===== src/go_back_n_sender_window_unit_assert.svh =====
// ---------------------------------------------------------------------------
// Go-Back-N sender window unit - assertion macros
// Shorthand for clocked implications, gated off while reset is low.
// ---------------------------------------------------------------------------
`ifndef GO_BACK_N_SENDER_WINDOW_UNIT_ASSERT_SVH
`define GO_BACK_N_SENDER_WINDOW_UNIT_ASSERT_SVH

// Same-cycle implication.
`define GBN_ASSERT_SAME(label, clk, rst_n, ante, cons) \
    label: assert property (@(posedge clk) disable iff (!rst_n) (ante) |-> (cons)) \
        else $error("gbn: same-cycle check failed");

// Next-cycle implication.
`define GBN_ASSERT_NEXT(label, clk, rst_n, ante, cons) \
    label: assert property (@(posedge clk) disable iff (!rst_n) (ante) |=> (cons)) \
        else $error("gbn: next-cycle check failed");

`endif


===== src/gbn_pkg.sv =====
// ---------------------------------------------------------------------------
// gbn_pkg
// Shared types and constants of the Go-Back-N sender window unit.
// ---------------------------------------------------------------------------
`default_nettype none

package gbn_pkg;

    // Field widths
    localparam int SEQ_W    = 16;          // sequence / ack / segment count
    localparam int NSEQ_W   = SEQ_W + 1;   // next_seq may reach segment_count + 1
    localparam int WIN_W    = 6;
    localparam int TRIES_W  = 4;
    localparam int CFG_IDX_W = 2;
    localparam int CFG_DATA_W = 16;

    localparam int MAX_WINDOW_DEF = 63;

    // Register reset values
    localparam logic [WIN_W-1:0]   WINDOW_SIZE_RST   = 6'd4;
    localparam logic [TRIES_W-1:0] MAX_TRIES_RST     = 4'd10;
    localparam logic [SEQ_W-1:0]   SEGMENT_COUNT_RST = 16'd0;

    // Configuration register indexes
    localparam logic [CFG_IDX_W-1:0] CFG_WINDOW_SIZE   = 2'd0;
    localparam logic [CFG_IDX_W-1:0] CFG_MAX_TRIES     = 2'd1;
    localparam logic [CFG_IDX_W-1:0] CFG_SEGMENT_COUNT = 2'd2;

    typedef enum logic [1:0] {
        FN_START    = 2'd0,
        FN_ACK      = 2'd1,
        FN_TEARDOWN = 2'd2,
        FN_TIMEOUT  = 2'd3
    } func_t;

    typedef enum logic [1:0] {
        PH_ACTIVE = 2'd0,
        PH_DONE   = 2'd1,
        PH_GAVEUP = 2'd2,
        PH_IDLE   = 2'd3
    } phase_t;

    // Controller -> datapath
    typedef struct packed {
        logic load;         // capture the request
        logic eval;         // apply the event to the window state
        logic emit_send;    // put out one send command
        logic emit_status;  // put out one status item
    } ctrl_cmd_t;

    // Datapath -> controller
    typedef struct packed {
        logic do_fill;      // event calls for a window fill
        logic can_send;     // next_seq may go out now
        logic more_after;   // and another one after it
    } dp_status_t;

endpackage

`default_nettype wire


===== src/gbn_ctrl.sv =====
// ---------------------------------------------------------------------------
// gbn_ctrl
// Sequencer: capture a request, apply it, then emit the burst or a status item.
// ---------------------------------------------------------------------------
`default_nettype none

module gbn_ctrl (
    input  wire logic                  clk,
    input  wire logic                  rst_n,
    input  wire logic                  start,
    output logic                       busy,
    input  wire gbn_pkg::dp_status_t   dp_stat,
    output gbn_pkg::ctrl_cmd_t         cmd
);

    typedef enum logic [1:0] {
        S_IDLE,
        S_EVAL,
        S_FILL,
        S_STAT
    } state_t;

    state_t state_reg;
    state_t state_next;

    always_comb
    begin
        state_next      = state_reg;
        cmd             = '0;
        case (state_reg)
            S_IDLE:
            begin
                if (start)
                begin
                    cmd.load   = 1'b1;
                    state_next = S_EVAL;
                end
            end
            S_EVAL:
            begin
                cmd.eval   = 1'b1;
                state_next = dp_stat.do_fill ? S_FILL : S_STAT;
            end
            S_FILL:
            begin
                // fill may turn out empty: then a lone status item
                if (dp_stat.can_send)
                begin
                    cmd.emit_send = 1'b1;
                    if (!dp_stat.more_after)
                    begin
                        state_next = S_IDLE;
                    end
                end
                else
                begin
                    cmd.emit_status = 1'b1;
                    state_next      = S_IDLE;
                end
            end
            S_STAT:
            begin
                cmd.emit_status = 1'b1;
                state_next      = S_IDLE;
            end
            default:
            begin
                state_next = S_IDLE;
            end
        endcase
    end

    always_ff @(posedge clk or negedge rst_n)
    begin
        if (!rst_n)
        begin
            state_reg <= S_IDLE;
        end
        else
        begin
            state_reg <= state_next;
        end
    end

    assign busy = (state_reg != S_IDLE);

endmodule

`default_nettype wire


===== src/gbn_datapath.sv =====
// ---------------------------------------------------------------------------
// gbn_datapath
// Config registers, window state, event update and registered result item.
// ---------------------------------------------------------------------------
`default_nettype none

module gbn_datapath #(
    parameter int MAX_WINDOW = gbn_pkg::MAX_WINDOW_DEF
) (
    input  wire logic                                clk,
    input  wire logic                                rst_n,
    input  wire logic                                cfg_we,
    input  wire logic [gbn_pkg::CFG_IDX_W-1:0]       cfg_index,
    input  wire logic [gbn_pkg::CFG_DATA_W-1:0]      cfg_data,
    input  wire logic [1:0]                          func,
    input  wire logic [gbn_pkg::SEQ_W-1:0]           ack_num,
    input  wire gbn_pkg::ctrl_cmd_t                  cmd,
    output gbn_pkg::dp_status_t                      dp_stat,
    output logic                                     result_valid,
    output logic                                     send_valid,
    output logic [gbn_pkg::SEQ_W-1:0]                send_seq,
    output logic                                     is_terminal,
    output logic [1:0]                               status,
    output logic                                     last
);

    localparam int CNT_W = $clog2(MAX_WINDOW + 1);

    // Configuration
    logic [gbn_pkg::WIN_W-1:0]   window_size_reg;
    logic [gbn_pkg::TRIES_W-1:0] max_tries_reg;
    logic [gbn_pkg::SEQ_W-1:0]   segment_count_reg;

    // Captured request
    gbn_pkg::func_t              func_reg;
    logic [gbn_pkg::SEQ_W-1:0]   ack_reg;

    // Window state
    logic [gbn_pkg::NSEQ_W-1:0]  window_base_reg, window_base_next;
    logic [gbn_pkg::NSEQ_W-1:0]  next_seq_reg, next_seq_next;
    logic [gbn_pkg::TRIES_W-1:0] retry_count_reg, retry_count_next;
    gbn_pkg::phase_t             phase_reg, phase_next;
    logic [CNT_W-1:0]            burst_cnt_reg;
    logic                        do_fill;

    // Result item
    logic                        result_valid_reg;
    logic                        send_valid_reg;
    logic [gbn_pkg::SEQ_W-1:0]   send_seq_reg;
    logic                        is_terminal_reg;
    gbn_pkg::phase_t             status_reg;
    logic                        last_reg;

    logic [gbn_pkg::WIN_W-1:0]   win_eff;
    logic [gbn_pkg::NSEQ_W-1:0]  limit;
    logic [gbn_pkg::NSEQ_W-1:0]  seg_ext;
    logic [gbn_pkg::NSEQ_W-1:0]  ack_ext;
    logic [gbn_pkg::NSEQ_W-1:0]  ack_inc;
    logic [gbn_pkg::NSEQ_W-1:0]  next_inc;
    logic [CNT_W:0]              cnt_inc;

    // Window size 0 behaves as 1; oversize clamps to MAX_WINDOW.
    always_comb
    begin
        if (window_size_reg == '0)
        begin
            win_eff = gbn_pkg::WIN_W'(1);
        end
        else if (window_size_reg > gbn_pkg::WIN_W'(MAX_WINDOW))
        begin
            win_eff = gbn_pkg::WIN_W'(MAX_WINDOW);
        end
        else
        begin
            win_eff = window_size_reg;
        end
    end

    assign limit    = window_base_reg + gbn_pkg::NSEQ_W'(win_eff);
    assign seg_ext  = {1'b0, segment_count_reg};
    assign ack_ext  = {1'b0, ack_reg};
    assign ack_inc  = ack_ext + gbn_pkg::NSEQ_W'(1);
    assign next_inc = next_seq_reg + gbn_pkg::NSEQ_W'(1);
    assign cnt_inc  = {1'b0, burst_cnt_reg} + (CNT_W+1)'(1);

    assign dp_stat.do_fill    = do_fill;
    assign dp_stat.can_send   = (next_seq_reg < limit) && (next_seq_reg <= seg_ext)
                                && (burst_cnt_reg < CNT_W'(MAX_WINDOW));
    assign dp_stat.more_after = (next_inc < limit) && (next_inc <= seg_ext)
                                && (cnt_inc < (CNT_W+1)'(MAX_WINDOW));

    // Event update
    always_comb
    begin
        window_base_next = window_base_reg;
        next_seq_next    = next_seq_reg;
        retry_count_next = retry_count_reg;
        phase_next       = phase_reg;
        do_fill          = 1'b0;
        case (func_reg)
            gbn_pkg::FN_START:
            begin
                if (phase_reg != gbn_pkg::PH_ACTIVE)
                begin
                    window_base_next = '0;
                    next_seq_next    = '0;
                    retry_count_next = '0;
                    phase_next       = gbn_pkg::PH_ACTIVE;
                    do_fill          = 1'b1;
                end
            end
            gbn_pkg::FN_ACK:
            begin
                // only acks of data actually sent count
                if ((phase_reg == gbn_pkg::PH_ACTIVE) && (ack_ext < next_seq_reg)
                    && (ack_reg < segment_count_reg))
                begin
                    if (ack_inc > window_base_reg)
                    begin
                        window_base_next = ack_inc;
                    end
                    retry_count_next = '0;
                    do_fill          = 1'b1;
                end
            end
            gbn_pkg::FN_TEARDOWN:
            begin
                if ((phase_reg == gbn_pkg::PH_ACTIVE) && (next_seq_reg > seg_ext))
                begin
                    phase_next = gbn_pkg::PH_DONE;
                end
            end
            gbn_pkg::FN_TIMEOUT:
            begin
                if (phase_reg == gbn_pkg::PH_ACTIVE)
                begin
                    if (retry_count_reg >= max_tries_reg)
                    begin
                        phase_next = gbn_pkg::PH_GAVEUP;
                    end
                    else
                    begin
                        retry_count_next = retry_count_reg + gbn_pkg::TRIES_W'(1);
                        next_seq_next    = window_base_reg;   // go back to base
                        do_fill          = 1'b1;
                    end
                end
            end
            default:
            begin
                do_fill = 1'b0;
            end
        endcase
    end

    // Control state
    always_ff @(posedge clk or negedge rst_n)
    begin
        if (!rst_n)
        begin
            window_size_reg   <= gbn_pkg::WINDOW_SIZE_RST;
            max_tries_reg     <= gbn_pkg::MAX_TRIES_RST;
            segment_count_reg <= gbn_pkg::SEGMENT_COUNT_RST;
            window_base_reg   <= '0;
            next_seq_reg      <= '0;
            retry_count_reg   <= '0;
            phase_reg         <= gbn_pkg::PH_IDLE;
            burst_cnt_reg     <= '0;
            result_valid_reg  <= 1'b0;
        end
        else
        begin
            if (cfg_we)
            begin
                case (cfg_index)
                    gbn_pkg::CFG_WINDOW_SIZE:
                    begin
                        window_size_reg <= cfg_data[gbn_pkg::WIN_W-1:0];
                    end
                    gbn_pkg::CFG_MAX_TRIES:
                    begin
                        max_tries_reg <= cfg_data[gbn_pkg::TRIES_W-1:0];
                    end
                    gbn_pkg::CFG_SEGMENT_COUNT:
                    begin
                        segment_count_reg <= cfg_data[gbn_pkg::SEQ_W-1:0];
                    end
                    default:
                    begin
                        window_size_reg <= window_size_reg;
                    end
                endcase
            end

            if (cmd.eval)
            begin
                window_base_reg <= window_base_next;
                next_seq_reg    <= next_seq_next;
                retry_count_reg <= retry_count_next;
                phase_reg       <= phase_next;
                burst_cnt_reg   <= '0;
            end
            else if (cmd.emit_send)
            begin
                next_seq_reg  <= next_inc;
                burst_cnt_reg <= cnt_inc[CNT_W-1:0];
            end

            result_valid_reg <= cmd.emit_send || cmd.emit_status;
        end
    end

    // Request capture and result payload
    always_ff @(posedge clk)
    begin
        if (cmd.load)
        begin
            func_reg <= gbn_pkg::func_t'(func);
            ack_reg  <= ack_num;
        end

        if (cmd.emit_send)
        begin
            send_valid_reg  <= 1'b1;
            send_seq_reg    <= next_seq_reg[gbn_pkg::SEQ_W-1:0];
            is_terminal_reg <= (next_seq_reg == seg_ext);
            status_reg      <= phase_reg;
            last_reg        <= !dp_stat.more_after;
        end
        else if (cmd.emit_status)
        begin
            send_valid_reg  <= 1'b0;
            send_seq_reg    <= '0;
            is_terminal_reg <= 1'b0;
            status_reg      <= phase_reg;
            last_reg        <= 1'b1;
        end
    end

    assign result_valid = result_valid_reg;
    assign send_valid   = send_valid_reg;
    assign send_seq     = send_seq_reg;
    assign is_terminal  = is_terminal_reg;
    assign status       = status_reg;
    assign last         = last_reg;

endmodule

`default_nettype wire


===== src/go_back_n_sender_window_unit.sv =====
// ---------------------------------------------------------------------------
// go_back_n_sender_window_unit
// Sender-side Go-Back-N window control: events in, send commands out.
// ---------------------------------------------------------------------------
// One request (func, ack_num) is taken when start is high and busy is low.
// Each request yields a burst of send commands, one per cycle, that fills the
// window, or a single status item when nothing is sent. Every result item is
// on the output ports for exactly one cycle, flagged by result_valid; the
// receiver cannot stall, so it must take every item as it comes. The last
// item of a request carries last = 1. A request is captured, its event is
// applied to the window state, and then its items, 1 to the effective
// window size and at most MAX_WINDOW, go out one per cycle from the
// single sequencer with no stall. busy drops on the cycle the final
// item is registered, so the next request may be taken while that item is on
// the ports. Configuration writes (cfg_we, cfg_index, cfg_data) take effect at
// once and belong only in idle time; indexes with no register are dropped.
// ---------------------------------------------------------------------------
`default_nettype none

`include "go_back_n_sender_window_unit_assert.svh"

module go_back_n_sender_window_unit #(
    parameter int MAX_WINDOW = gbn_pkg::MAX_WINDOW_DEF
) (
    input  wire logic                                clk,
    input  wire logic                                rst_n,

    // configuration write port
    input  wire logic                                cfg_we,
    input  wire logic [gbn_pkg::CFG_IDX_W-1:0]       cfg_index,
    input  wire logic [gbn_pkg::CFG_DATA_W-1:0]      cfg_data,

    // request
    input  wire logic                                start,
    output logic                                     busy,
    input  wire logic [1:0]                          func,
    input  wire logic [gbn_pkg::SEQ_W-1:0]           ack_num,

    // result
    output logic                                     result_valid,
    output logic                                     send_valid,
    output logic [gbn_pkg::SEQ_W-1:0]                send_seq,
    output logic                                     is_terminal,
    output logic [1:0]                               status,
    output logic                                     last
);

    gbn_pkg::ctrl_cmd_t  cmd;
    gbn_pkg::dp_status_t dp_stat;

    // Sequencer: capture -> apply -> emit burst or status
    gbn_ctrl u_ctrl (
        .clk     (clk),
        .rst_n   (rst_n),
        .start   (start),
        .busy    (busy),
        .dp_stat (dp_stat),
        .cmd     (cmd)
    );

    // Window state, config registers and the registered result item
    gbn_datapath #(
        .MAX_WINDOW (MAX_WINDOW)
    ) u_datapath (
        .clk          (clk),
        .rst_n        (rst_n),
        .cfg_we       (cfg_we),
        .cfg_index    (cfg_index),
        .cfg_data     (cfg_data),
        .func         (func),
        .ack_num      (ack_num),
        .cmd          (cmd),
        .dp_stat      (dp_stat),
        .result_valid (result_valid),
        .send_valid   (send_valid),
        .send_seq     (send_seq),
        .is_terminal  (is_terminal),
        .status       (status),
        .last         (last)
    );

    // Sends only go out of an active transfer.
    `GBN_ASSERT_SAME(a_send_active, clk, rst_n, result_valid && send_valid, status == gbn_pkg::PH_ACTIVE)
    // A burst has no gaps: an item that is not last is followed at once.
    `GBN_ASSERT_NEXT(a_burst_contiguous, clk, rst_n, result_valid && !last, result_valid)
    // A terminal flag only rides on a send command.
    `GBN_ASSERT_SAME(a_terminal_is_send, clk, rst_n, result_valid && is_terminal, send_valid)
    // An accepted request always occupies the block the next cycle.
    `GBN_ASSERT_NEXT(a_accept_busy, clk, rst_n, start && !busy, busy && !result_valid)

endmodule

`default_nettype wire

===== config.mk =====
export PLATFORM = sky130hd
export DESIGN_NAME = go_back_n_sender_window_unit
export DESIGN_NICKNAME = d
export VERILOG_FILES = /design/src/gbn_pkg.sv /design/src/gbn_ctrl.sv /design/src/gbn_datapath.sv /design/src/go_back_n_sender_window_unit.sv
export VERILOG_INCLUDE_DIRS = /design/src /design/src/src
export SDC_FILE = /design/constraint.sdc
export NUM_CORES = 1
export LEC_CHECK = 0
export ABC_AREA = 1
export BUFFER_PORTS_ARGS = -buffer_cell sky130_fd_sc_hd__buf_2
export CAP_MARGIN = 40
export CORE_MARGIN = 2
export CORE_UTILIZATION = 54
export DETAILED_ROUTE_END_ITERATION = 16
export GPL_TIMING_DRIVEN = 0
export PLACE_DENSITY = 0.73
export SLEW_MARGIN = 20
export SYNTH_ARGS = -nofsm -noshare
export SYNTH_HDL_FRONTEND = slang
export SYNTH_SLANG_ARGS = --single-unit

===== constraint.sdc =====
create_clock -name clk -period 4.4 [get_ports clk]
set_input_delay 0.66 -clock clk [delete_from_list [all_inputs] [get_ports clk]]
set_output_delay 0.66 -clock clk [all_outputs]
set_load 0.01 [all_outputs]

# Word-level counts from Yosys, hierarchy flattened
# Index checks and enable logic that the tools add are counted.
[totals] regBits=114 latchBits=0 ram_bits=0 mem_bits_ro=0 in_bits=40 output_inout_bits=23 wordCells=133 memories=0
[op_classes] add_sub_neg=5 mul=0 div=0 order_cmp=12 eq_ne=22 n_shift=0 muxes=48 n_bitwise=0 n_reduce_logical=29
[ops] cell="$mux 17" n=7
[ops] cell="$pmux 17 s2" n=2
[ops] cell="$le 17x16->1" n=2
[ops] cell="$lt 17x17->1" n=2
[ops] cell="$mux 16" n=2
[ops] cell="$mux 6" n=4
[ops] cell="$mux 2" n=9
[ops] cell="$add 16x1->17 const B" n=1
[ops] cell="$add 17x1->17 const B" n=1
[ops] cell="$add 17x6->17" n=1
[ops] cell="$eq 17x16->1" n=1
[ops] cell="$gt 17x16->1" n=1
[ops] cell="$gt 17x17->1" n=1
[ops] cell="$lt 16x17->1" n=1
[ops] cell="$lt 16x16->1" n=1
[ops] cell="$mux 4" n=4
[ops] cell="$mux 1" n=15
[ops] cell="$ne 2x1->1 const B" n=6
[ops] cell="$pmux 4 s3" n=1
[ops] cell="$reduce_and 6->1" n=2
[ops] cell="$eq 2x2->1 const B" n=5
[ops] cell="$reduce_and 5->1" n=2
[ops] cell="$reduce_bool 2->1" n=5
[ops] cell="$logic_not 2->1" n=4
[ops] cell="21 further kinds" n=36

# Depth between registers and ports, before layout
# Gate-level depths: netlist of the first run.
[depth] ltp_word=11 ltp_mapped=25 mapped_depth_nobuf=24

# Modules after synthesis
# Synthesis of the first run repeated with hierarchy kept, for this count alone.
[unflattened] hier_cells=1159 area_unflattened_um2=8883.5
[modules_own_cells] mod="gbn_datapath" instances=1 cells_per_inst=1138 area_per_inst_um2=8745.9 seq_area_each_um2=2994.1
[modules_own_cells] mod="gbn_ctrl" instances=1 cells_per_inst=21 area_per_inst_um2=137.6 seq_area_each_um2=50.0

# Worst setup path after synthesis of the first run
# Ideal clock, no wire load.
[synth_timing] path_kind="reg2reg" startpoint="register u_datapath.window_size_reg[4] (netlist bit)" endpoint="register u_datapath.last_reg, in the netlist u_datapath.last (data pin)" setup_ps=258 arrival_ps=3484 required_time_ps=4142 slack_ps=658 path_stages_with_launch=22 path_buffers=1 period_less_slack_ps=3742 cell_sequence="dfrtp_1 or4_1 o21bai_1 ha_1 fa_1 a21oi_1 nor3_2 nand2_1 nor3_1 xor2_1 ha_1 nand2_1 inv_1 o21ai_1 nand2_1 a21oi_1 nand2_1 nor2_1 nand4_2 buf_4 nor2_1 nand2_1"
[synth_via] elab_chain_len=10 elab_cells_between_ends=15 classes_between="add/sub (1); order compare (3); mux (5); reduce/logical (6)"
[synth_lines] element="start, declared" line_no="gbn_datapath.sv:30" text="logic [gbn_pkg::WIN_W-1:0] window_size_reg;"
[synth_lines] element="start signal, assigned" line_no="gbn_datapath.sv:161" text="window_size_reg <= gbn_pkg::WINDOW_SIZE_RST;"
[synth_lines] element="start signal, assigned" line_no="gbn_datapath.sv:178" text="window_size_reg <= cfg_data[gbn_pkg::WIN_W-1:0];"
[synth_lines] element="start signal, assigned" line_no="gbn_datapath.sv:190" text="window_size_reg <= window_size_reg;"
[synth_lines] element="$gt 6x6->1" line_no="gbn_datapath.sv:69" text="else if (window_size_reg > gbn_pkg::WIN_W'(MAX_WINDOW))"
[synth_lines] element="$mux 6" line_no="gbn_datapath.sv:69"
[synth_lines] element="$mux 6 *" line_no="gbn_datapath.sv:65" text="if (window_size_reg == '0)"
[synth_lines] element="$add 17x6->17 *" line_no="gbn_datapath.sv:79" text="assign limit = window_base_reg + gbn_pkg::NSEQ_W'(win_eff);"
[synth_lines] element="$lt 17x17->1" line_no="gbn_datapath.sv:87" text="assign dp_stat.can_send = (next_seq_reg < limit) && (next_seq_reg <= seg_ext)"
[synth_lines] element="$logic_and 1x1->1" line_no="gbn_datapath.sv:87"
[synth_lines] element="$logic_and 1x1->1" line_no="gbn_datapath.sv:88" text="&& (burst_cnt_reg < CNT_W'(MAX_WINDOW));"
[synth_lines] element="$mux 1" line_no="gbn_ctrl.sv:47" text="if (dp_stat.can_send)"
[synth_lines] element="$mux 1" line_no="gbn_ctrl.sv:30" text="case (state_reg)"
[synth_lines] element="$mux 1 *" line_no="gbn_datapath.sv:222" text="if (cmd.emit_send)"
[synth_lines] element="end signal, assigned" line_no="gbn_datapath.sv:228" text="last_reg <= !dp_stat.more_after;"
[synth_lines] element="end, declared" line_no="gbn_datapath.sv:52" text="logic last_reg;"
# Mark *: on every way between the ends. The rest lies on a longest branch, timed or not.
# A chain may end at the register's enable or synchronous reset.

# Worst setup path in the final report of the first run
[layout_timing] startpoint="register u_datapath.window_size_reg[5] (netlist bit)" endpoint="register u_datapath.last_reg, in the netlist u_datapath.last (data pin)"
# The elaborated chain is that of the path after synthesis.

==> impl_metrics.env, run 1 <==
export IMPL_cp_end_kind="flip-flop"
export IMPL_synth_top_area_share=0.198
export IMPL_wire_per_inst_um=16.3
export IMPL_die_h_um=132
export IMPL_path_max_fanout=5
export IMPL_drv_cap=0
export IMPL_die_area_mm2=0.0174
export IMPL_final_nets=1416
export IMPL_max_slew_margin=0.543
export IMPL_clock_sinks=114
export IMPL_dpl_cell_count=1439
export IMPL_cts_hold_buf=0
export IMPL_die_w_um=132
export IMPL_yosysWarningCount=0
export IMPL_synthArstFlopShare=0.658
export IMPL_synth_enable_flop_cells=38
export IMPL_cts_tree="yes"
export IMPL_final_setup_tns_ns=0
export IMPL_grt_usage=0.282
export IMPL_fin_skew_ns=0.00956
export IMPL_pin_count=63
export IMPL_dp_hpwl_um=18700
export IMPL_timing_final_crit_period_ns=4.24
export IMPL_drive_gt1_frac=0.127
export IMPL_vias=7911
export IMPL_portBuffers=62
export IMPL_synth_area_top_cells="dfrtp_1, ha_1, edfxtp_1, nand2_1, inv_1"
export IMPL_synth_area_mm2=0.00883
export IMPL_drc_errors=0
export IMPL_drtAntennaViolNets=0
export IMPL_synthesis_nets=1325
export IMPL_tightestPinTransition_ns=0.679
export IMPL_initial_utilization=0.554
export IMPL_critPathRequiredTime_ns=4.56
export IMPL_start_kind="flip-flop"
export IMPL_slew_violations=0
export IMPL_drt_iter0_markers=585
export IMPL_mostFrequentLayoutCells="nand2_1, inv_1, ha_1, nor2_1, o21ai_0"
export IMPL_grt_max_degree=39
export IMPL_overflow=0
export IMPL_coreArea_mm2=0.0159
export IMPL_grtUsageMet2=0.472
export IMPL_h_tree_depth=4
export IMPL_drt_pre_antenna_iters=7
export IMPL_synth_distinct_cells=47
export IMPL_avgViaCountPerCell=5.35
export IMPL_rows=46
export IMPL_yosysSeqAreaShare=0.345
export IMPL_final_common_cell="nand2_1"
export IMPL_grt_pass1_wl_um=38300
export IMPL_syn2layout_area_growth_pct=16.0
export IMPL_synthFlopType="dfrtp_1"
export IMPL_gp_congestion=0.927
export IMPL_fmax_ghz=0.236
export IMPL_p_leak_nw=5.30
export IMPL_clk_latency_ns=0.43
export IMPL_met3_usage=0.0481
export IMPL_status="finished clean"
export IMPL_yosysTopAreaCell="dfrtp_1"
export IMPL_arrival_ns=4.40
export IMPL_setup_viol=0
export IMPL_synth_seq_cells=114
export IMPL_p_total_w=0.00604
export IMPL_avgSynthCellArea_um2=7.62
export IMPL_drt_wl_total_um=24100
export IMPL_clockRootBuffer="clkbuf_16"
export IMPL_cts_buffer_depth=2
export IMPL_fillers=1459
export IMPL_antenna_found_initial=0
export IMPL_use_met1=0.365
export IMPL_cts_made_buffers=17
export IMPL_p_per_area_mw_per_mm2=589
export IMPL_critPathKind="flip-flop to flip-flop"
export IMPL_whs_ns=0.216
export IMPL_hold_class="input pin to asynchronous set/reset pin"
export IMPL_syn_inst=1159
export IMPL_hold_violations=0
export IMPL_grt_pass1_vias=7543
export IMPL_final_cells=1479
export IMPL_grt_busiest_layer="met2"
export IMPL_peakVddDrop_uv=323
export IMPL_fin_crit_sh=0.964
export IMPL_clkSlewWorstSetupHoldPaths_ns=0.06
export IMPL_diodes=0
synth_stat cells (3+ instances only):
library cell / n
nor3_1: 26
dfstp_2: 5
nor2_2: 5
nand2_1: 296
dfrtp_1: 70
o21bai_1: 4
xor2_1: 31
inv_1: 156
inv_2: 5
a21o_1: 3
clkbuf_1: 15
o21a_1: 3
buf_6: 4
edfxtp_1: 38
o21ai_1: 4
nor2_1: 113
buf_4: 3
ha_1: 125
o21ai_0: 75
o22ai_1: 5
nor4_1: 3
a21oi_1: 57
xnor2_1: 5
nand2_2: 3
nand3_1: 61
nand4_1: 16
metal layers:
metal / wire (um) / vias up
met2: 11500 / 233
met5: 0 / -
met4: 775 / 0
li1: - / 3983
met1: 10500 / 3652
met3: 1410 / 43
where the power goes:
part	leakage, nW	switching, W	internal, W	total, W
Sequential	1.33	0.000258	0.00142	0.00167
Clock	0.281	0.000530	0.000885	0.00142
Combinational	3.68	0.00189	0.00105	0.00295
Total	5.30	0.00268	0.00335	0.00604
area by class of cell:
class	instances	area, um^2	area share
timing repair buffer	72	425	0.0415
multi-input combinational	859	5150	0.503
clock inverter	14	165	0.0161
clock buffer	18	429	0.0419
tap	216	270	0.0264
buffer	24	149	0.0145
sequential	114	3040	0.297
inverter	162	608	0.0594
logic make-up (layout without fill, tap and decap cells):
kind of cell,count (synthesis),in the layout,share of synthesized area
and+or+nand+nor,538,538,0.259
adders and majority gates,126,126,0.179
DFF,114,114,0.345
buffers and inverters,186,290,0.0840
xor gates and xnor gates,36,36,0.0357
AOI/OAI and AO/OA,159,159,0.0972
worst paths after layout:
kind | start | to | slack (ns) | depth (start not counted)
setup / recovery | u_datapath.window_size_reg[5] | u_datapath.last | 0.16 | 21
hold / removal | rst_n | u_datapath.segment_count_reg[13] | 0.22 | 1
setup reg to reg | u_datapath.window_size_reg[5] | u_datapath.last | 0.16 | 21
hold reg to reg | u_datapath.send_valid | u_datapath.send_valid | 0.45 | 2
max in group asynchronous | rst_n | u_datapath.max_tries_reg[3] | 3.51 | 2
min in group clk | ack_num[8] | u_datapath.ack_reg[8] | 0.41 | 1
what timing repair did:
action,in CTS,in global routing
cloned,0,1
gates resized for setup,6,21
endpoints found under the hold margin,0,0
pin swaps,3,13
buffers inserted,3,4
endpoints found under the setup margin,37,42
critical path, cell delays in order, from the launching register on:
cell      delay, ns
dfrtp_1        0.40
or4_4          0.55
o21bai_4       0.15
ha_2           0.22
fa_2           0.27
a21oi_4        0.09
nor3_4         0.15
nand2_2        0.13
nor3_2         0.19
xor2_1         0.23
ha_1           0.28
nand2_1        0.07
inv_1          0.05
o21ai_2        0.16
nand2_1        0.09
a21oi_2        0.15
nand2_1        0.11
nor2_4         0.14
nand4_4        0.17
buf_8          0.19
nor2_1         0.08
nand2_1        0.09
per-stage QoR:
step                instance area (um^2)   util  worst slack (ns)
CTS                                10100  0.633           0.00995
floorplan                           8830      -             0.658
global placement                    9410  0.590            -0.173
finish                             10200  0.642             0.160
detailed placement                  9450  0.593            -0.198
global route                       10200  0.642           -0.0168
Note: power is estimated with default switching activity, not from simulation.
==> inputs of run 2 (changes only) <==
--- a/config.mk
+++ b/config.mk
@@ -14,7 +14,9 @@
 export DETAILED_ROUTE_END_ITERATION = 16
 export GPL_TIMING_DRIVEN = 0
 export PLACE_DENSITY = 0.73
+export SETUP_SLACK_MARGIN = 0.3
 export SLEW_MARGIN = 20
 export SYNTH_ARGS = -nofsm -noshare
 export SYNTH_HDL_FRONTEND = slang
+export SYNTH_HIERARCHICAL = 1
 export SYNTH_SLANG_ARGS = --single-unit
==> run 2 against run 1 <==
  * The run now ends with negative setup slack left
  * Non-clock buffer count grew 31
  * Clock skew grew 0.00091 ns
  * Largest cell class unchanged
  * Critical endpoint is now u_datapath/burst_cnt_reg[5]
  * Count of clock-buffer cells in the layout grew 5
==> impl_metrics.env, run 2 <==
export IMPL_status="complete, but fails checks"
export IMPL_violations="negative setup slack"
export IMPL_fin_crit_sh=1.04
export IMPL_arrival_ns=4.90
export IMPL_grtUsageMet2=0.486
export IMPL_setup_viol=61
export IMPL_clk_latency_ns=0.43
export IMPL_h_tree_depth=4
export IMPL_grt_max_degree=52
export IMPL_synth_top_area_share=0.197
export IMPL_synth_simple_area_share=0.267
export IMPL_drtAntennaViolNets=0
export IMPL_synth_top_family_by_area="simple AND/OR/NAND/NOR gates"
export IMPL_initial_utilization=0.555
export IMPL_synth_fa_ha_area_frac=0.178
export IMPL_p_total_w=0.00823
export IMPL_cts_buffer_depth=2
export IMPL_hold_class="input pin to asynchronous set/reset pin"
export IMPL_clkSlewWorstSetupHoldPaths_ns=0.05
export IMPL_portBuffers=62
export IMPL_grt_busiest_layer="met2"
export IMPL_cpMostUsedCell="nand2_2"
export IMPL_yosysSeqAreaShare=0.343
export IMPL_slowest_delay_ns=0.50
export IMPL_drt_iter0_markers=697
export IMPL_avgViaCountPerCell=5.57
export IMPL_overflow=0
export IMPL_placed_cell_area_mm2=0.00950
export IMPL_critPathKind="flip-flop to flip-flop"
export IMPL_max_slew_margin=0.600
export IMPL_grt_pass1_vias=8230
export IMPL_p_per_area_mw_per_mm2=756
export IMPL_slew_violations=0
export IMPL_clock_sinks=114
export IMPL_hold_violations=0
export IMPL_synth_xor_area_frac=0.0276
export IMPL_drive_gt1_frac=0.204
export IMPL_final_common_cell="nand2_1"
export IMPL_timing_final_crit_period_ns=4.59
export IMPL_synth_seq_cells=114
export IMPL_peakVddDrop_uv=372
export IMPL_die_h_um=132
export IMPL_antenna_found_initial=0
export IMPL_yosysTopAreaCell="dfrtp_1"
export IMPL_path_max_fanout=3
export IMPL_synth_distinct_cells=51
export IMPL_cts_tree="yes"
export IMPL_fin_skew_ns=0.0105
export IMPL_yosysMostFrequentCell="nand2_1"
export IMPL_layout_setup_ws_ns=-0.187
export IMPL_crit_slowest_cell="or4_1"
export IMPL_synth_area_top_cells="dfrtp_1, ha_1, nand2_1, edfxtp_1, inv_1"
export IMPL_drc_errors=0
export IMPL_drv_cap=0
export IMPL_final_area_mm2=0.0109
export IMPL_yosysWarningCount=6
export IMPL_start_kind="flip-flop"
export IMPL_synth_mux_area_frac=0
export IMPL_avgSynthCellArea_um2=7.66
export IMPL_synth_area_mm2=0.00888
export IMPL_cp_top_family="simple AND/OR/NAND/NOR gates"
export IMPL_cp_num_buf_inv=2
export IMPL_drt_wl_total_um=25300
export IMPL_final_core_util=0.681
export IMPL_place_ws_ns=-0.748
export IMPL_pin_count=63
export IMPL_vias=8435
export IMPL_final_nets=1451
export IMPL_wire_per_inst_um=16.7
export IMPL_cts_hold_buf=0
export IMPL_cp_end_kind="flip-flop"
export IMPL_critPathRequiredTime_ns=4.71
export IMPL_cts_made_buffers=17
export IMPL_drt_pre_antenna_iters=5
export IMPL_synthesis_nets=1325
export IMPL_gp_congestion=0.927
export IMPL_whs_ns=0.134
export IMPL_synthFlopType="dfrtp_1"
export IMPL_tightestPinTransition_ns=0.599
export IMPL_diodes=0
export IMPL_clockRootBuffer="clkbuf_16"
export IMPL_dp_hpwl_um=18400
export IMPL_use_met1=0.377
export IMPL_grt_usage=0.294
export IMPL_synth_enable_flop_cells=38
export IMPL_grt_pass1_wl_um=40200
export IMPL_rsz0062_at_grt="true"
export IMPL_mostFrequentLayoutCells="nand2_1, inv_1, ha_1, nor2_1, dfrtp_1"
export IMPL_rows=46
export IMPL_synth_compound_area_frac=0.0941
export IMPL_syn_inst=1159
export IMPL_synthArstFlopShare=0.658
export IMPL_coreArea_mm2=0.0160
export IMPL_met3_usage=0.0531
export IMPL_p_leak_nw=5.70
export IMPL_die_area_mm2=0.0175
export IMPL_fmax_ghz=0.218
export IMPL_syn2layout_area_growth_pct=22.6
export IMPL_die_w_um=132
export IMPL_ys_top_cells_by_count="nand2_1, inv_1, ha_1, nor2_1, dfrtp_1"
==> run 2: worst reg2reg max path, cell delays in order, from the launching register on <==
cell and delay [ns]:
dfrtp_1 0.39, or4_1 0.50, o21bai_1 0.15, ha_2 0.21
fa_2 0.22, nand3_2 0.07, nand2_2 0.08, nand4_1 0.12
nand2_2 0.14, nand4_1 0.14, nor2_2 0.15, xor2_2 0.27
ha_4 0.27, nand2_2 0.07, inv_1 0.05, o21ai_1 0.13
nand3_1 0.15, nor3_2 0.28, nand2_2 0.12, nor2_4 0.14
nand2_2 0.08, nor2_4 0.14, inv_1 0.14, nor4_4 0.21
a21oi_1 0.13, o21a_1 0.15
==> run 2: metrics by stage <==
| stage | setup TNS, ns | std cells |
|---|---|---|
| 6_report | -7.08 | 1514 |
| 5_1_grt | -18.16 | 1514 |
| 4_1_cts | -4.09 | 1508 |
| 3_5_place_dp | -36.27 | 1438 |
| 3_3_place_gp | -32.31 | 1437 |
| 2_1_floorplan | 0 | 1159 |
==> run 2: power breakdown <==
part	switching [W]	total, W	internal [W]
clock network	0.000498	0.00131	0.000808
registers	0.000349	0.00189	0.00154
logic	0.00303	0.00504	0.00200
total	0.00388	0.00823	0.00435
==> run 2: repair_timing <==
action	4_1_cts	5_1_grt
gates resized for setup	90	56
hold endpoints to repair	0	0
setup endpoints to repair	64	64
gates cloned	6	0
setup buffers	32	6
pin swaps	24	28
==> run 2: worst paths after layout <==
path                                                 start                               to  slack [ns]  cells after the start
max reg2reg                  u_datapath/window_size_reg[5]      u_datapath/burst_cnt_reg[5]       -0.19                     25
min                                                  rst_n    u_datapath/retry_count_reg[1]        0.13                      1
max in group asynchronous                            rst_n      u_datapath/max_tries_reg[1]        3.67                      2
min in group clk                                ack_num[2]            u_datapath/ack_reg[2]        0.40                      1
min reg2reg                u_datapath/segment_count_reg[2]  u_datapath/segment_count_reg[2]        0.49                      2
max                          u_datapath/window_size_reg[5]      u_datapath/burst_cnt_reg[5]       -0.19                     25
==> run 2: routing by layer <==
metal | up-vias | wire (um)
li1 | 4081 | -
met1 | 3894 | 10800
met2 | 367 | 11600
met3 | 93 | 1690
met4 | 0 | 1150
met5 | - | 0
==> run 2: cells by family after synthesis <==
kind of cell,Yosys count
AND/OR/NAND/NOR,534
buffers and inverters,205
AO/OA/AOI/OAI,152
adder cells (fa/ha/maj),126
flip-flops,114
XOR/XNOR,28
==> run 2: layout make-up <==
class	instances	area, um^2
clock inverters	9	52.6
fillers	1332	5110
flip-flops and latches	114	3040
inverters	182	691
clock buffers	23	510
repair buffers	104	728
multi-input cells	843	5450
well taps	216	270
plain buffers	23	150
==> inputs of run 3 (changes only) <==
--- a/config.mk
+++ b/config.mk
@@ -9,6 +9,7 @@
 export ABC_AREA = 1
 export BUFFER_PORTS_ARGS = -buffer_cell sky130_fd_sc_hd__buf_2
 export CAP_MARGIN = 40
+export CORE_ASPECT_RATIO = 0.8
 export CORE_MARGIN = 2
 export CORE_UTILIZATION = 54
 export DETAILED_ROUTE_END_ITERATION = 16
==> run 3 against run 2 <==
  * The run still ends with negative setup slack left
  * Highest routed layer unchanged
  * Via count down 2.7%
  * Largest power group unchanged
  * Final area down 2.0%
  * Routed wire length down 1.7%
  * Clock power about the same
  * Combinational power down 6.2%
  * Power down 3.7%
  * Utilization down 1.2 points
==> impl_metrics.env, run 3 (synthesized netlist as in run 2, its figures left out) <==
export IMPL_status="complete, but fails checks"
export IMPL_violations="negative setup slack"
export IMPL_final_common_cell="nand2_1"
export IMPL_regArea_mm2=0.00304
export IMPL_drive_gt1_frac=0.186
export IMPL_drtAntennaViolNets=0
export IMPL_hold_violations=0
export IMPL_final_cells=1494
export IMPL_p_total_w=0.00793
export IMPL_overflow=0
export IMPL_fillers=1316
export IMPL_final_core_util=0.669
export IMPL_critPathKind="flip-flop to flip-flop"
export IMPL_drt_iter0_markers=746
export IMPL_grt_usage=0.293
export IMPL_setup_viol=36
export IMPL_whs_ns=0.170
export IMPL_portBuffers=62
export IMPL_timing_rr_start="u_datapath/window_size_reg[4]"
export IMPL_wire_per_inst_um=16.7
export IMPL_clkSlewWorstSetupHoldPaths_ns=0.06
export IMPL_grt_max_degree=46
export IMPL_grt_pass1_vias=7657
export IMPL_rows=41
export IMPL_critPathRequiredTime_ns=4.53
export IMPL_dpl_cell_count=1437
export IMPL_h_tree_depth=4
export IMPL_cts_made_buffers=17
export IMPL_vias=8207
export IMPL_peakVddDrop_uv=372
export IMPL_final_nets=1432
export IMPL_drt_wl_total_um=24900
export IMPL_antenna_found_initial=0
export IMPL_syn2layout_area_growth_pct=20.2
export IMPL_pin_count=63
export IMPL_drv_cap=0
export IMPL_drc_errors=0
export IMPL_p_per_area_mw_per_mm2=743
export IMPL_clockRootBuffer="clkbuf_16"
export IMPL_arrival_ns=4.62
export IMPL_die_area_mm2=0.0175
export IMPL_slew_violations=0
export IMPL_drt_pre_antenna_iters=5
export IMPL_fin_skew_ns=0.00825
export IMPL_rsz0062_at_grt="true"
export IMPL_crit_path_start="u_datapath/window_size_reg[4]"
export IMPL_grt_pass1_wl_um=39700
export IMPL_cts_tree="yes"
export IMPL_placed_cell_area_mm2=0.00950
export IMPL_initial_utilization=0.557
export IMPL_dp_hpwl_um=18600
export IMPL_tightestPinTransition_ns=0.607
export IMPL_layout_setup_ws_ns=-0.0938
export IMPL_fmax_ghz=0.223
export IMPL_avgViaCountPerCell=5.49
export IMPL_r2r_cells=25
export IMPL_clock_sinks=114
export IMPL_gp_congestion=0.885
export IMPL_coreArea_mm2=0.0160
export IMPL_cts_buffer_depth=2
export IMPL_clk_latency_ns=0.42
export IMPL_max_slew_margin=0.592
export IMPL_diodes=0
export IMPL_die_h_um=119
export IMPL_final_area_mm2=0.0107
export IMPL_cts_hold_buf=0
export IMPL_p_leak_nw=5.61
export IMPL_multiInputGateArea_mm2=0.00540
export IMPL_mostFrequentLayoutCells="nand2_1, inv_1, ha_1, nor2_1, dfrtp_1"
export IMPL_hold_class="input pin to asynchronous set/reset pin"
export IMPL_fin_crit_sh=1.02
export IMPL_timing_final_crit_period_ns=4.49
export IMPL_die_w_um=147
export IMPL_cp_end_kind="flip-flop"
export IMPL_start_kind="flip-flop"
export IMPL_path_max_fanout=6
==> run 3: path summary, 6_finish.rpt <==
| check | slack [ns] | end |
|---|---|---|
| setup / recovery | -0.09 | u_datapath/send_seq[1] |
| hold / removal | 0.17 | u_datapath/retry_count_reg[2] |
| setup reg to reg | -0.09 | u_datapath/send_seq[1] |
| hold reg to reg | 0.46 | u_datapath/send_valid |
| max in group asynchronous | 3.59 | u_datapath/phase_reg[0] |
| min in group clk | 0.41 | u_datapath/ack_reg[8] |
==> run 3: metrics by stage <==
| step | worst slack, ns | setup TNS [ns] |
|---|---|---|
| after global routing | -0.244 | -10.62 |
| after detailed placement | -0.654 | -31.57 |
| final | -0.0938 | -2.09 |
| after floorplan | 0.308 | 0 |
| after global placement | -0.623 | -29.63 |
| after CTS | -0.102 | -3.22 |
==> run 3: repair_timing <==
action,CTS,global route
resized for setup,81,45
gates cloned,5,0
setup buffers,16,4
setup endpoints to repair,64,64
pin swaps,27,21
==> run 3: layout make-up <==
class	instances	share of cell area
Timing Repair Buffer	85	0.0527
Buffer	23	0.0141
Inverter	182	0.0645
Multi-Input combinational cell	843	0.506
Sequential cell	114	0.285
Tap cell	215	0.0252
Clock inverter	12	0.0103
Clock buffer	20	0.0418
==> run 3: metal layers <==
layer  up-vias  track usage  routed length [um]
met2       336        0.442               10700
met3        38       0.0757                2130
met1      3780        0.418               11500
met5         -            0                   0
met4         0       0.0811                 530
li1       4053            -                   -
==> run 3: critical path, cell delays in order (launching register included) <==
cell and delay, ns:
dfrtp_1 0.39, or4_1 0.52, o21bai_1 0.14, ha_2 0.22, buf_4 0.11, buf_4 0.09
a31o_2 0.18, nand2_1 0.10, nand2_1 0.08, nand2_2 0.09, nor2_4 0.13, nand2_1 0.11
xor2_2 0.19, ha_1 0.29, nand2_1 0.05, inv_1 0.14, nand3_2 0.11, nor2_2 0.12
inv_2 0.05, a31oi_1 0.17, nor3_2 0.07, nand2_2 0.10, nor2_4 0.05, buf_4 0.15
a21oi_4 0.26, or2_4 0.25
==> run 3: where the power goes <==
part / internal, W / switching (W) / total, W
combinational: 0.00184 / 0.00289 / 0.00473
sequential: 0.00154 / 0.000354 / 0.00189
clock: 0.000790 / 0.000517 / 0.00131
